==> config.mk <==
export PLATFORM = sky130hd
export DESIGN_NAME = ansi_text_terminal_engine_core
export DESIGN_NICKNAME = d
export VERILOG_FILES = /design/src/rtl/atte_pkg.sv /design/src/rtl/atte_cfg_regs.sv /design/src/rtl/atte_parser.sv /design/src/rtl/atte_out_buf.sv /design/src/rtl/ansi_text_terminal_engine_core.sv
export SDC_FILE = /design/constraint.sdc
export NUM_CORES = 1
export LEC_CHECK = 0
export BUFFER_PORTS_ARGS = -buffer_cell sky130_fd_sc_hd__buf_2
export CAP_MARGIN = 20
export CORE_ASPECT_RATIO = 0.6
export CORE_MARGIN = 10
export CORE_UTILIZATION = 30
export DETAILED_ROUTE_END_ITERATION = 10
export GPL_TIMING_DRIVEN = 0
export MAX_ROUTING_LAYER = met4
export SLEW_MARGIN = 20
export SYNTH_ARGS = -nofsm -noshare
export SYNTH_HDL_FRONTEND = slang
export SYNTH_HIERARCHICAL = 1
export SYNTH_SLANG_ARGS = --single-unit
export TNS_END_PERCENT = 1
==> constraint.sdc <==
create_clock -name clk -period 12.3 [get_ports clk]
set_clock_uncertainty 0.1 [all_clocks]
set_input_delay 0.615 -clock clk [delete_from_list [all_inputs] [get_ports clk]]
set_output_delay 0.615 -clock clk [all_outputs]
set_load 0.005 [all_outputs]
==> src/rtl/atte_pkg.sv <==
// shared types, codes and helper functions of the ansi text terminal engine
// no dependencies; used by every module of the block
package atte_pkg;

  // result kinds as they appear on the master tuser
  typedef enum logic [1:0] {
    CMD_DRAW   = 2'd0,
    CMD_FILL   = 2'd1,
    CMD_SCROLL = 2'd2
  } cmd_t;

  // parser modes
  typedef enum logic [1:0] {
    MODE_NORMAL = 2'd0,
    MODE_ESC    = 2'd1,
    MODE_CSI    = 2'd2
  } mode_t;

  // configuration register indexes
  localparam logic [2:0] REG_TEXT_COLUMNS  = 3'd0;
  localparam logic [2:0] REG_TEXT_ROWS     = 3'd1;
  localparam logic [2:0] REG_CELL_WIDTH    = 3'd2;
  localparam logic [2:0] REG_CELL_HEIGHT   = 3'd3;
  localparam logic [2:0] REG_SCREEN_WIDTH  = 3'd4;
  localparam logic [2:0] REG_SCREEN_HEIGHT = 3'd5;

  localparam int unsigned CFG_DATA_W = 12;
  localparam int unsigned TDATA_W    = 104;

  // byte codes
  localparam logic [7:0] CH_BS       = 8'h08;
  localparam logic [7:0] CH_LF       = 8'h0A;
  localparam logic [7:0] CH_CR       = 8'h0D;
  localparam logic [7:0] CH_ESC      = 8'h1B;
  localparam logic [7:0] CH_SEMI     = 8'h3B;
  localparam logic [7:0] CH_QUEST    = 8'h3F;
  localparam logic [7:0] CH_0        = 8'h30;
  localparam logic [7:0] CH_9        = 8'h39;
  localparam logic [7:0] CH_LBRACKET = 8'h5B;
  localparam logic [7:0] CH_FIN_C    = 8'h43;
  localparam logic [7:0] CH_FIN_D    = 8'h44;
  localparam logic [7:0] CH_FIN_G    = 8'h47;
  localparam logic [7:0] CH_FIN_H    = 8'h48;
  localparam logic [7:0] CH_FIN_J    = 8'h4A;
  localparam logic [7:0] CH_FIN_K    = 8'h4B;
  localparam logic [7:0] CH_FIN_M    = 8'h6D;
  localparam logic [7:0] CH_FIN_S    = 8'h73;
  localparam logic [7:0] CH_FIN_U    = 8'h75;
  localparam logic [7:0] CSI_BYTE_MIN = 8'h20;
  localparam logic [7:0] CSI_BYTE_MAX = 8'hFE;

  localparam logic [23:0] COLOUR_WHITE = 24'hFFFFFF;
  localparam logic [23:0] COLOUR_BLACK = 24'h000000;
  localparam logic [15:0] PARAM_MAX    = 16'hFFFF;
  localparam logic [15:0] PIX_MAX      = 16'd4095;

  typedef struct packed {
    logic [8:0]  cols_eff;
    logic [8:0]  rows_eff;
    logic [5:0]  cell_width;
    logic [6:0]  cell_height;
    logic [11:0] screen_width;
    logic [11:0] screen_height;
  } cfg_t;

  typedef struct packed {
    cmd_t        command;
    logic [11:0] rect_x;
    logic [11:0] rect_y;
    logic [11:0] rect_w;
    logic [11:0] rect_h;
    logic [7:0]  glyph;
    logic [23:0] fore_colour;
    logic [23:0] back_colour;
    logic        last;
  } result_t;

  function automatic logic [11:0] sat12(input logic [15:0] v);
    return (v > PIX_MAX) ? 12'hFFF : v[11:0];
  endfunction

  // a - b floored at zero
  function automatic logic [11:0] subsat12(input logic [11:0] a, input logic [15:0] b);
    return (16'(a) > b) ? 12'(16'(a) - b) : 12'd0;
  endfunction

  // sgr palette, normal and bright rows
  function automatic logic [23:0] sgr_colour(input logic bright, input logic [2:0] idx);
    logic [23:0] c;
    case ({bright, idx})
      4'd0:    c = 24'h555555;
      4'd1:    c = 24'hFF5555;
      4'd2:    c = 24'h55FF55;
      4'd3:    c = 24'hFFFF55;
      4'd4:    c = 24'h5555FF;
      4'd5:    c = 24'hFF55FF;
      4'd6:    c = 24'h55FFFF;
      4'd8:    c = 24'hAAAAAA;
      4'd9:    c = 24'hFFAAAA;
      4'd10:   c = 24'hAAFFAA;
      4'd11:   c = 24'hFFFFAA;
      4'd12:   c = 24'hAAAAFF;
      4'd13:   c = 24'hFFAAFF;
      4'd14:   c = 24'hAAFFFF;
      default: c = 24'hFFFFFF;
    endcase
    return c;
  endfunction

  function automatic result_t make_res(input cmd_t cmd, input logic [15:0] x,
                                       input logic [15:0] y, input logic [15:0] w,
                                       input logic [15:0] h, input logic [7:0] g,
                                       input logic [23:0] fc, input logic [23:0] bc);
    result_t r;
    r.command     = cmd;
    r.rect_x      = sat12(x);
    r.rect_y      = sat12(y);
    r.rect_w      = sat12(w);
    r.rect_h      = sat12(h);
    r.glyph       = g;
    r.fore_colour = fc;
    r.back_colour = bc;
    r.last        = 1'b0;
    return r;
  endfunction

endpackage

==> src/rtl/atte_cfg_regs.sv <==
// configuration registers of the terminal engine, with zero grid sizes mapped to one
// depends on atte_pkg
module atte_cfg_regs (
  input  logic                              clk,
  input  logic                              rst,
  input  logic                              cfg_we,
  input  logic [2:0]                        cfg_index,
  input  logic [atte_pkg::CFG_DATA_W-1:0]   cfg_data,
  output atte_pkg::cfg_t                    grid
);

  logic [8:0]  text_columns;
  logic [8:0]  text_rows;
  logic [5:0]  cell_width;
  logic [6:0]  cell_height;
  logic [11:0] screen_width;
  logic [11:0] screen_height;

  always_ff @(posedge clk) begin
    if (rst) begin
      text_columns  <= 9'd80;
      text_rows     <= 9'd25;
      cell_width    <= 6'd8;
      cell_height   <= 7'd16;
      screen_width  <= 12'd640;
      screen_height <= 12'd400;
    end else if (cfg_we) begin
      unique case (cfg_index)
        atte_pkg::REG_TEXT_COLUMNS:  text_columns  <= cfg_data[8:0];
        atte_pkg::REG_TEXT_ROWS:     text_rows     <= cfg_data[8:0];
        atte_pkg::REG_CELL_WIDTH:    cell_width    <= cfg_data[5:0];
        atte_pkg::REG_CELL_HEIGHT:   cell_height   <= cfg_data[6:0];
        atte_pkg::REG_SCREEN_WIDTH:  screen_width  <= cfg_data[11:0];
        atte_pkg::REG_SCREEN_HEIGHT: screen_height <= cfg_data[11:0];
        default: ;
      endcase
    end
  end

  always_comb begin
    grid.cols_eff      = (text_columns == '0) ? 9'd1 : text_columns;
    grid.rows_eff      = (text_rows == '0) ? 9'd1 : text_rows;
    grid.cell_width    = cell_width;
    grid.cell_height   = cell_height;
    grid.screen_width  = screen_width;
    grid.screen_height = screen_height;
  end

endmodule

==> src/rtl/atte_parser.sv <==
// escape parser, cursor and colour state, and command generation for one byte
// depends on atte_pkg; fed by the input register, feeds the output buffer
module atte_parser (
  input  logic              clk,
  input  logic              rst,
  input  atte_pkg::cfg_t    grid,
  input  logic              in_valid,
  input  logic [7:0]        in_byte,
  input  logic              res_ready,
  output logic              step_done,
  output logic              res_push,
  output atte_pkg::result_t res_data
);

  atte_pkg::mode_t parse_mode, parse_mode_next;
  logic        pf_abs, pf_abs_next;
  logic [15:0] pf_val, pf_val_next;
  logic        ps_abs, ps_abs_next;
  logic [15:0] ps_val, ps_val_next;
  logic [1:0]  param_slot, param_slot_next;
  logic [8:0]  cursor_col, cursor_col_next;
  logic [8:0]  cursor_row, cursor_row_next;
  logic [8:0]  saved_col, saved_col_next;
  logic [8:0]  saved_row, saved_row_next;
  logic [23:0] fore_reg, fore_next;
  logic [23:0] back_reg, back_next;
  logic        phase, phase_next;

  logic [8:0]  cols_m1, rows_m1;
  logic [15:0] px_full, py_full, y1_full, scroll_full;
  logic [9:0]  col_t, row_t, scroll_k;
  logic        glyph_hit, scroll_hit;
  logic [15:0] acc_base;
  logic [19:0] acc_wide;
  logic [15:0] acc_sat;
  logic [15:0] d_val;
  logic [16:0] col_sum;
  logic [8:0]  col_diff;
  logic [11:0] k_x;
  atte_pkg::result_t res_a, res_b, glyph_res, scroll_res;
  logic [1:0]  nres;

  function automatic logic [8:0] clamp_pos(input logic absent, input logic [15:0] val,
                                           input logic [8:0] lim);
    if (absent || val == '0) return 9'd0;
    else if (val >= 16'(lim)) return lim - 9'd1;
    else return 9'(val - 16'd1);
  endfunction

  assign cols_m1 = grid.cols_eff - 9'd1;
  assign rows_m1 = grid.rows_eff - 9'd1;

  // pixel position of the cursor cell
  assign px_full = 16'(cursor_col) * 16'(grid.cell_width);
  assign py_full = 16'(cursor_row) * 16'(grid.cell_height);
  assign y1_full = py_full + 16'(grid.cell_height);

  // normal-mode cursor motion, wrap and scroll
  always_comb begin
    col_t     = {1'b0, cursor_col};
    row_t     = {1'b0, cursor_row};
    glyph_hit = 1'b0;
    unique case (in_byte)
      atte_pkg::CH_ESC: glyph_hit = 1'b0;
      atte_pkg::CH_LF: begin
        col_t = '0;
        row_t = row_t + 10'd1;
      end
      atte_pkg::CH_CR: col_t = '0;
      atte_pkg::CH_BS: begin
        if (cursor_col != '0) col_t = col_t - 10'd1;
      end
      default: begin
        glyph_hit = 1'b1;
        col_t     = col_t + 10'd1;
      end
    endcase
    if (col_t >= {1'b0, grid.cols_eff}) begin
      col_t = '0;
      row_t = row_t + 10'd1;
    end
    scroll_hit = (row_t >= {1'b0, grid.rows_eff});
    scroll_k   = row_t - {1'b0, grid.rows_eff} + 10'd1;
    if (scroll_hit) row_t = {1'b0, rows_m1};
  end

  assign scroll_full = 16'(scroll_k) * 16'(grid.cell_height);

  // decimal field accumulation, saturating
  assign acc_base = (param_slot == 2'd0) ? (pf_abs ? 16'd0 : pf_val)
                                         : (ps_abs ? 16'd0 : ps_val);
  assign acc_wide = {1'b0, acc_base, 3'b000} + {3'b000, acc_base, 1'b0}
                  + 20'(in_byte[3:0]);
  assign acc_sat  = (acc_wide > 20'(atte_pkg::PARAM_MAX)) ? atte_pkg::PARAM_MAX
                                                         : acc_wide[15:0];

  assign d_val    = pf_abs ? 16'd1 : pf_val;
  assign col_sum  = 17'(cursor_col) + 17'(d_val);
  assign col_diff = cursor_col - d_val[8:0];
  assign k_x      = (pf_abs || pf_val == '0) ? atte_pkg::sat12(px_full) : 12'd0;

  always_comb begin
    glyph_res  = atte_pkg::make_res(atte_pkg::CMD_DRAW, px_full, py_full,
                                    16'(grid.cell_width), 16'(grid.cell_height),
                                    in_byte, fore_reg, back_reg);
    scroll_res = atte_pkg::make_res(atte_pkg::CMD_SCROLL, 16'd0,
                   16'(atte_pkg::subsat12(grid.screen_height, scroll_full)),
                   16'(grid.screen_width), scroll_full, 8'd0, fore_reg, back_reg);
  end

  always_comb begin
    parse_mode_next = parse_mode;
    pf_abs_next     = pf_abs;
    pf_val_next     = pf_val;
    ps_abs_next     = ps_abs;
    ps_val_next     = ps_val;
    param_slot_next = param_slot;
    cursor_col_next = cursor_col;
    cursor_row_next = cursor_row;
    saved_col_next  = saved_col;
    saved_row_next  = saved_row;
    fore_next       = fore_reg;
    back_next       = back_reg;
    res_a           = glyph_res;
    res_b           = scroll_res;
    nres            = 2'd0;

    unique case (parse_mode)
      atte_pkg::MODE_ESC: begin
        if (in_byte == atte_pkg::CH_LBRACKET) begin
          parse_mode_next = atte_pkg::MODE_CSI;
          param_slot_next = 2'd0;
          pf_abs_next     = 1'b1;
          ps_abs_next     = 1'b1;
        end else begin
          parse_mode_next = atte_pkg::MODE_NORMAL;
        end
      end

      atte_pkg::MODE_CSI: begin
        if (in_byte < atte_pkg::CSI_BYTE_MIN || in_byte > atte_pkg::CSI_BYTE_MAX) begin
          parse_mode_next = atte_pkg::MODE_NORMAL;
        end else begin
          unique case (in_byte) inside
            atte_pkg::CH_SEMI: begin
              if (param_slot != 2'd2) param_slot_next = param_slot + 2'd1;
            end
            atte_pkg::CH_QUEST: parse_mode_next = atte_pkg::MODE_CSI;
            [atte_pkg::CH_0:atte_pkg::CH_9]: begin
              if (param_slot == 2'd0) begin
                pf_abs_next = 1'b0;
                pf_val_next = acc_sat;
              end else if (param_slot == 2'd1) begin
                ps_abs_next = 1'b0;
                ps_val_next = acc_sat;
              end
            end
            default: begin
              // any other byte is a final
              parse_mode_next = atte_pkg::MODE_NORMAL;
              unique case (in_byte)
                atte_pkg::CH_FIN_C: begin
                  cursor_col_next = (col_sum > 17'(cols_m1)) ? cols_m1 : col_sum[8:0];
                end
                atte_pkg::CH_FIN_D: begin
                  if (16'(cursor_col) >= d_val)
                    cursor_col_next = (col_diff > cols_m1) ? cols_m1 : col_diff;
                  else
                    cursor_col_next = 9'd0;
                end
                atte_pkg::CH_FIN_G: begin
                  cursor_col_next = clamp_pos(pf_abs, pf_val, grid.cols_eff);
                end
                atte_pkg::CH_FIN_H: begin
                  cursor_row_next = clamp_pos(pf_abs, pf_val, grid.rows_eff);
                  cursor_col_next = clamp_pos(ps_abs, ps_val, grid.cols_eff);
                end
                atte_pkg::CH_FIN_J: begin
                  if (pf_abs || pf_val == '0) begin
                    // cursor to end of screen
                    res_a = atte_pkg::make_res(atte_pkg::CMD_FILL, px_full, py_full,
                              16'(atte_pkg::subsat12(grid.screen_width, px_full)),
                              16'(grid.cell_height), 8'd0, fore_reg, back_reg);
                    res_b = atte_pkg::make_res(atte_pkg::CMD_FILL, 16'd0, y1_full,
                              16'(grid.screen_width),
                              16'(atte_pkg::subsat12(grid.screen_height, y1_full)),
                              8'd0, fore_reg, back_reg);
                    nres  = 2'd2;
                  end else if (pf_val == 16'd1) begin
                    // start of screen to cursor
                    res_a = atte_pkg::make_res(atte_pkg::CMD_FILL, 16'd0, py_full,
                              px_full, 16'(grid.cell_height), 8'd0, fore_reg, back_reg);
                    res_b = atte_pkg::make_res(atte_pkg::CMD_FILL, 16'd0, 16'd0,
                              16'(grid.screen_width), py_full, 8'd0, fore_reg, back_reg);
                    nres  = 2'd2;
                  end else begin
                    res_a = atte_pkg::make_res(atte_pkg::CMD_FILL, 16'd0, 16'd0,
                              16'(grid.screen_width), 16'(grid.screen_height), 8'd0,
                              fore_reg, back_reg);
                    nres  = 2'd1;
                  end
                end
                atte_pkg::CH_FIN_K: begin
                  res_a = atte_pkg::make_res(atte_pkg::CMD_FILL, 16'(k_x), py_full,
                            (!pf_abs && pf_val == 16'd1) ? px_full
                              : 16'(atte_pkg::subsat12(grid.screen_width, 16'(k_x))),
                            16'(grid.cell_height), 8'd0, fore_reg, back_reg);
                  nres  = 2'd1;
                end
                atte_pkg::CH_FIN_M: begin
                  if (pf_abs || pf_val == '0) begin
                    fore_next = atte_pkg::COLOUR_WHITE;
                    back_next = atte_pkg::COLOUR_BLACK;
                  end else if (pf_val >= 16'd30 && pf_val <= 16'd37) begin
                    fore_next = atte_pkg::sgr_colour(1'b0, 3'(pf_val - 16'd30));
                  end else if (pf_val >= 16'd40 && pf_val <= 16'd47) begin
                    back_next = atte_pkg::sgr_colour(1'b0, 3'(pf_val - 16'd40));
                  end else if (pf_val >= 16'd90 && pf_val <= 16'd97) begin
                    fore_next = atte_pkg::sgr_colour(1'b1, 3'(pf_val - 16'd90));
                  end else if (pf_val >= 16'd100 && pf_val <= 16'd107) begin
                    back_next = atte_pkg::sgr_colour(1'b1, 3'(pf_val - 16'd100));
                  end
                end
                atte_pkg::CH_FIN_S: begin
                  saved_col_next = cursor_col;
                  saved_row_next = cursor_row;
                end
                atte_pkg::CH_FIN_U: begin
                  cursor_col_next = saved_col;
                  cursor_row_next = saved_row;
                end
                default: parse_mode_next = atte_pkg::MODE_NORMAL;
              endcase
            end
          endcase
        end
      end

      default: begin
        parse_mode_next = (in_byte == atte_pkg::CH_ESC) ? atte_pkg::MODE_ESC
                                                        : atte_pkg::MODE_NORMAL;
        cursor_col_next = col_t[8:0];
        cursor_row_next = row_t[8:0];
        res_a           = glyph_hit ? glyph_res : scroll_res;
        res_b           = scroll_res;
        nres            = 2'(glyph_hit) + 2'(scroll_hit);
      end
    endcase
  end

  // two-result bytes hand out the first result in phase 0 and commit in phase 1
  always_comb begin
    res_push  = in_valid && (nres != 2'd0) && res_ready;
    step_done = in_valid && ((nres == 2'd0) || res_ready) && !((nres == 2'd2) && !phase);
    if (phase) begin
      res_data      = res_b;
      res_data.last = 1'b1;
    end else begin
      res_data      = res_a;
      res_data.last = (nres == 2'd1);
    end
    if (res_push && (nres == 2'd2) && !phase) phase_next = 1'b1;
    else if (step_done)                       phase_next = 1'b0;
    else                                      phase_next = phase;
  end

  always_ff @(posedge clk) begin
    if (rst) begin
      parse_mode <= atte_pkg::MODE_NORMAL;
      pf_abs     <= 1'b1;
      pf_val     <= '0;
      ps_abs     <= 1'b1;
      ps_val     <= '0;
      param_slot <= '0;
      cursor_col <= '0;
      cursor_row <= '0;
      saved_col  <= '0;
      saved_row  <= '0;
      fore_reg   <= atte_pkg::COLOUR_WHITE;
      back_reg   <= atte_pkg::COLOUR_BLACK;
      phase      <= 1'b0;
    end else begin
      phase <= phase_next;
      if (step_done) begin
        parse_mode <= parse_mode_next;
        pf_abs     <= pf_abs_next;
        pf_val     <= pf_val_next;
        ps_abs     <= ps_abs_next;
        ps_val     <= ps_val_next;
        param_slot <= param_slot_next;
        cursor_col <= cursor_col_next;
        cursor_row <= cursor_row_next;
        saved_col  <= saved_col_next;
        saved_row  <= saved_row_next;
        fore_reg   <= fore_next;
        back_reg   <= back_next;
      end
    end
  end

endmodule

==> src/rtl/atte_out_buf.sv <==
// output register with skid stage, packs results onto the master stream
// depends on atte_pkg
module atte_out_buf (
  input  logic                           clk,
  input  logic                           rst,
  input  logic                           push,
  input  atte_pkg::result_t              push_data,
  output logic                           ready,
  output logic                           m_tvalid,
  input  logic                           m_tready,
  output logic [atte_pkg::TDATA_W-1:0]   m_tdata,
  output logic [1:0]                     m_tuser,
  output logic                           m_tlast
);

  atte_pkg::result_t out_reg, skid_reg;
  logic              out_valid, skid_valid;

  assign ready = !skid_valid;

  always_ff @(posedge clk) begin
    if (rst) begin
      out_valid  <= 1'b0;
      skid_valid <= 1'b0;
    end else if (!out_valid || m_tready) begin
      if (skid_valid) begin
        out_valid  <= 1'b1;
        skid_valid <= 1'b0;
      end else begin
        out_valid <= push;
      end
    end else if (push) begin
      skid_valid <= 1'b1;
    end
  end

  always_ff @(posedge clk) begin
    if (!out_valid || m_tready) begin
      out_reg <= skid_valid ? skid_reg : push_data;
    end else if (push) begin
      skid_reg <= push_data;
    end
  end

  assign m_tvalid = out_valid;
  assign m_tdata  = {out_reg.back_colour, out_reg.fore_colour, out_reg.glyph,
                     out_reg.rect_h, out_reg.rect_w, out_reg.rect_y, out_reg.rect_x};
  assign m_tuser  = out_reg.command;
  assign m_tlast  = out_reg.last;

endmodule

==> src/rtl/ansi_text_terminal_engine_core.sv <==
// top level of the ansi text terminal engine: byte stream in, drawing commands out
// depends on atte_pkg, atte_cfg_regs, atte_parser, atte_out_buf

// The engine takes one byte of terminal output per slave request and turns it into
// zero, one or two pixel-unit commands (draw glyph cell, fill rectangle, scroll up),
// tracking cursor, saved cursor, colours and an ESC / CSI parser. A byte is taken
// every cycle while the output keeps up; a byte that yields two commands (a partial
// erase in display, or a glyph followed by a scroll) holds the step logic until both
// are out, since the single result path into the output register carries one command
// per cycle. From slave request to master request a byte passes the input register,
// then the result register. The output register has a skid stage, so a stalled
// master side holds back the slave side only once that stage fills. Configuration
// writes take effect at the next clock edge and belong in idle periods only.
module ansi_text_terminal_engine_core (
  input  logic                           clk,
  input  logic                           rst,
  // slave stream: byte_in
  input  logic                           s_tvalid,
  output logic                           s_tready,
  input  logic [7:0]                     s_tdata,   // [7:0] byte_in
  // master stream: one command per request
  output logic                           m_tvalid,
  input  logic                           m_tready,
  // [11:0] rect_x, [23:12] rect_y, [35:24] rect_w, [47:36] rect_h,
  // [55:48] glyph, [79:56] fore_colour, [103:80] back_colour
  output logic [atte_pkg::TDATA_W-1:0]   m_tdata,
  output logic [1:0]                     m_tuser,   // [1:0] command
  output logic                           m_tlast,   // last command of this byte
  // configuration write port
  input  logic                           cfg_we,
  input  logic [2:0]                     cfg_index,
  input  logic [atte_pkg::CFG_DATA_W-1:0] cfg_data
);

  atte_pkg::cfg_t    grid;
  atte_pkg::result_t res_data;
  logic              in_valid;
  logic [7:0]        in_byte;
  logic              step_done;
  logic              res_push;
  logic              res_ready;

  // input register: freed when the step logic commits the held byte
  assign s_tready = !in_valid || step_done;

  always_ff @(posedge clk) begin
    if (rst) begin
      in_valid <= 1'b0;
    end else if (s_tready) begin
      in_valid <= s_tvalid;
    end
  end

  always_ff @(posedge clk) begin
    if (s_tvalid && s_tready) begin
      in_byte <= s_tdata;
    end
  end

  // grid and surface geometry
  atte_cfg_regs u_cfg (
    .clk       (clk),
    .rst       (rst),
    .cfg_we    (cfg_we),
    .cfg_index (cfg_index),
    .cfg_data  (cfg_data),
    .grid      (grid)
  );

  // parser, cursor and colour state; one command per cycle while the output is ready
  atte_parser u_parser (
    .clk       (clk),
    .rst       (rst),
    .grid      (grid),
    .in_valid  (in_valid),
    .in_byte   (in_byte),
    .res_ready (res_ready),
    .step_done (step_done),
    .res_push  (res_push),
    .res_data  (res_data)
  );

  // result register and skid stage
  atte_out_buf u_out (
    .clk       (clk),
    .rst       (rst),
    .push      (res_push),
    .push_data (res_data),
    .ready     (res_ready),
    .m_tvalid  (m_tvalid),
    .m_tready  (m_tready),
    .m_tdata   (m_tdata),
    .m_tuser   (m_tuser),
    .m_tlast   (m_tlast)
  );

  // a held byte stays put until its step commits
  a_hold_byte: assert property (@(posedge clk) disable iff (rst)
    in_valid && !step_done |=> in_valid && $stable(in_byte))
    else $error("input byte lost before its step committed");

  // after the first of two commands the same byte is still in the input register
  a_second_pending: assert property (@(posedge clk) disable iff (rst)
    res_push && !res_data.last |=> in_valid && $stable(in_byte))
    else $error("byte released before its second command");

  // a scroll is always the final command of its byte
  a_scroll_last: assert property (@(posedge clk) disable iff (rst)
    m_tvalid && m_tuser == 2'(atte_pkg::CMD_SCROLL) |-> m_tlast)
    else $error("scroll command not marked last");

endmodule
==> flow_summary.json <==
{
  "outcome": "complete, no violations",
  "drt_pass1_iterations": 6,
  "hold_buffers": 0,
  "seq_area_frac_synth": 0.298,
  "final_antenna_net_count": 0,
  "crit_path_start_kind": "flip-flop",
  "crit_fanout": 10,
  "synth_cell_types": 99,
  "multi_input_area_um2": 20800,
  "root_buffer": "clkbuf_16",
  "synth_top_cell_by_area": "edfxtp_1",
  "whs_ps": 106,
  "slew_headroom": 0.151,
  "ys.flop_type": "edfxtp_1",
  "placed_area_um2": 34700,
  "finalWirelength_mm": 116,
  "grt_use_total": 0.187,
  "cts_tree": "yes",
  "syn_area_per_cell_um2": 9.19,
  "netlist_area_um2": 32100,
  "max_cap_viol_count": 0,
  "syn_inst": 3489,
  "ys_top_cells_by_count": "ha_1 (290), inv_1 (262), nand2_1 (260), nor2_1 (252), edfxtp_1 (222)",
  "timing.final.crit_share": 0.961,
  "r2r_slack_ps": 480,
  "place_hpwl_mm": 93.6,
  "seq_area_um2": 9570,
  "gp_congestion": 1.02,
  "largest_reg_flops": 107,
  "fin_area_um2": 36700,
  "core-area_um2": 106000,
  "critPathRequiredTime_ps": 12540,
  "min_from": "s_tdata[2]",
  "pwr_density_cell_nw_per_um2": 145,
  "finalCriticalPeriod_ps": 11820,
  "clk_pin_slew_worst_paths_ps": 60,
  "via_per_inst": 5.44,
  "numCtsBuffers": 44,
  "yosysMostFrequentCell": "ha_1",
  "arrival_ps": 12050,
  "ys_warn_count": 6,
  "final_core_util": 0.348,
  "area_delta_synth_final_pct": 14.6,
  "power.leakage_uw": 0.0156,
  "drc": 0,
  "synth_top_area_share": 0.208,
  "post_drt_wl_per_cell_um": 22.5,
  "slew_violations": 0,
  "grt_pass1_wl_mm": 171,
  "cp_common_cell": "ha_1",
  "max_freq_mhz": 84.6,
  "critPathMaxStageDelay_ps": 530,
  "ctsHtreeMaxLevel": 2,
  "critPathSlowestCell": "fa_1",
  "synthTopCellsByArea": "edfxtp_1 (21%), ha_1 (11%), dfxtp_1 (9.1%), fa_1 (7.1%), mux2_2 (3.8%)",
  "place.port_buffers": 133,
  "critical_path_class": "reg2reg",
  "syn_nets": 3921,
  "grt_pass1_vias": 26000,
  "num_rows": 92,
  "hold_viol": 0,
  "grt_max_degree": 52,
  "cts_buffer_depth": 3,
  "async_flop_share": 0,
  "worst_skew_pair.late_latency_ps": 600,
  "hp-class": "in2reg",
  "setup_viol": 0,
  "tightest_slew_ps": 1260,
  "initial_utilization": 0.304,
  "num_vias": 28000,
  "ys_ff_latch": 367,
  "drtIter0Drc": 3129,
  "rr_startpoint": "in_byte[1]",
  "die_h_um": 273,
  "die_area_um2": 121000,
  "crit_start": "in_byte[1]",
  "cts_num_sinks": 367,
  "setup_tns_ps": 0,
  "layout-drive-gt1-share": 0.146,
  "grt_overflow": 0,
  "die_width_um": 442,
  "vdd_ir_drop_max_uv": 92.8,
  "fillers": 10800,
  "synth_edf_count": 222,
  "cp-end-kind": "flip-flop",
  "num-nets-final": 4122,
  "antenna_found_initial": 9,
  "io_pins": 137
}
==> final timing paths <==
kind,end,cells after the start
setup / recovery,u_out/m_tdata[46],41
hold reg to reg,u_cfg/text_columns[0],2
setup reg to reg,u_out/m_tdata[46],41
hold / removal,in_byte[2],1
==> report_power, final <==
part	internal (µW)	switching, µW	total, µW
Clock	837	569	1410
Combinational	908	1490	2400
Sequential	1460	54.5	1510
Total	3200	2110	5310
==> cells in the final DEF, fill, tap and decap left out, types with 25 or more instances in the layout <==
cell type,netlist,routed
ha_1,290,289
o21ai_0,144,125
buf_4,39,58
nand2b_1,94,92
buf_2,24,160
clkbuf_16,0,45
nor3_1,81,77
xor2_1,47,43
a21o_1,51,51
o21a_1,32,31
nand4_1,27,27
fa_1,114,114
o21bai_1,28,28
nor4_1,32,30
nor2_1,252,250
mux2i_1,111,110
a211oi_1,29,25
a31oi_1,37,37
and2_1,111,111
nor2b_1,47,47
xnor2_1,103,98
clkbuf_1,148,142
a21oi_1,164,160
nand2_1,260,260
inv_1,262,261
dfxtp_1,145,143
nand3_1,57,55
edfxtp_1,222,222
mux2_2,109,109
==> worst max-delay path: cells and delay by family, from the launching register on <==
family | cells | cell delay, ps
fa+ha+maj | 8 | 3100
mux | 1 | 330
compound gates | 17 | 4290
buf+inv | 7 | 1220
flops | 1 | 450
simple gates | 6 | 1370
xor+xnor | 2 | 700
==> what timing repair did <==
item                       in CTS  in global routing
setup endpoints to repair      48                 45
setup buffers                   3                 13
hold endpoints to repair        0                  0
gates cloned                    0                  0
gates resized for setup        39                 69
pin swaps                       0                  9
==> layout make-up <==
cell class | count | area share
Timing Repair Buffer | 158 | 0.0258
Inverter | 267 | 0.0274
Clock buffer | 51 | 0.0318
Antenna cell | 5 | 0.000340
Buffer | 223 | 0.0299
Tap cell | 1410 | 0.0480
Sequential cell | 367 | 0.260
Clock inverter | 30 | 0.0104
Multi-Input combinational cell | 2629 | 0.566
==> through the flow <==
step                      setup slack (ps)  instances  total power, µW
after floorplan                       1550       3489             3020
after detailed placement             -1830       5041             3760
after CTS                             1.37       5123             5220
final                                  484       5140             5310
after global placement               -4380       5032             3750
after global routing                 -28.5       5139             5640
==> routing by layer <==
metal,global-route usage,vias to the layer above,part of all wire
met5,-,-,0
met2,0.228,1374,0.36
met3,0.0713,138,0.13
li1,-,12900,-
met4,0.0382,0,0.020
met1,0.281,13600,0.49
==> cell families (layout without fill, tap and decap cells) <==
family,Yosys count,count (layout),share of synthesized area
AND/OR/NAND/NOR,1114,1114,0.179
multiplexers,228,228,0.0767
adder cells (fa/ha/maj),405,405,0.185
XOR/XNOR,150,150,0.0410
AO/OA/AOI/OAI,732,732,0.155
buffers and inverters,493,729,0.0651
flip-flops,367,367,0.298
other,0,5,0
No activity file was read; power rests on OpenSTA's default activity.
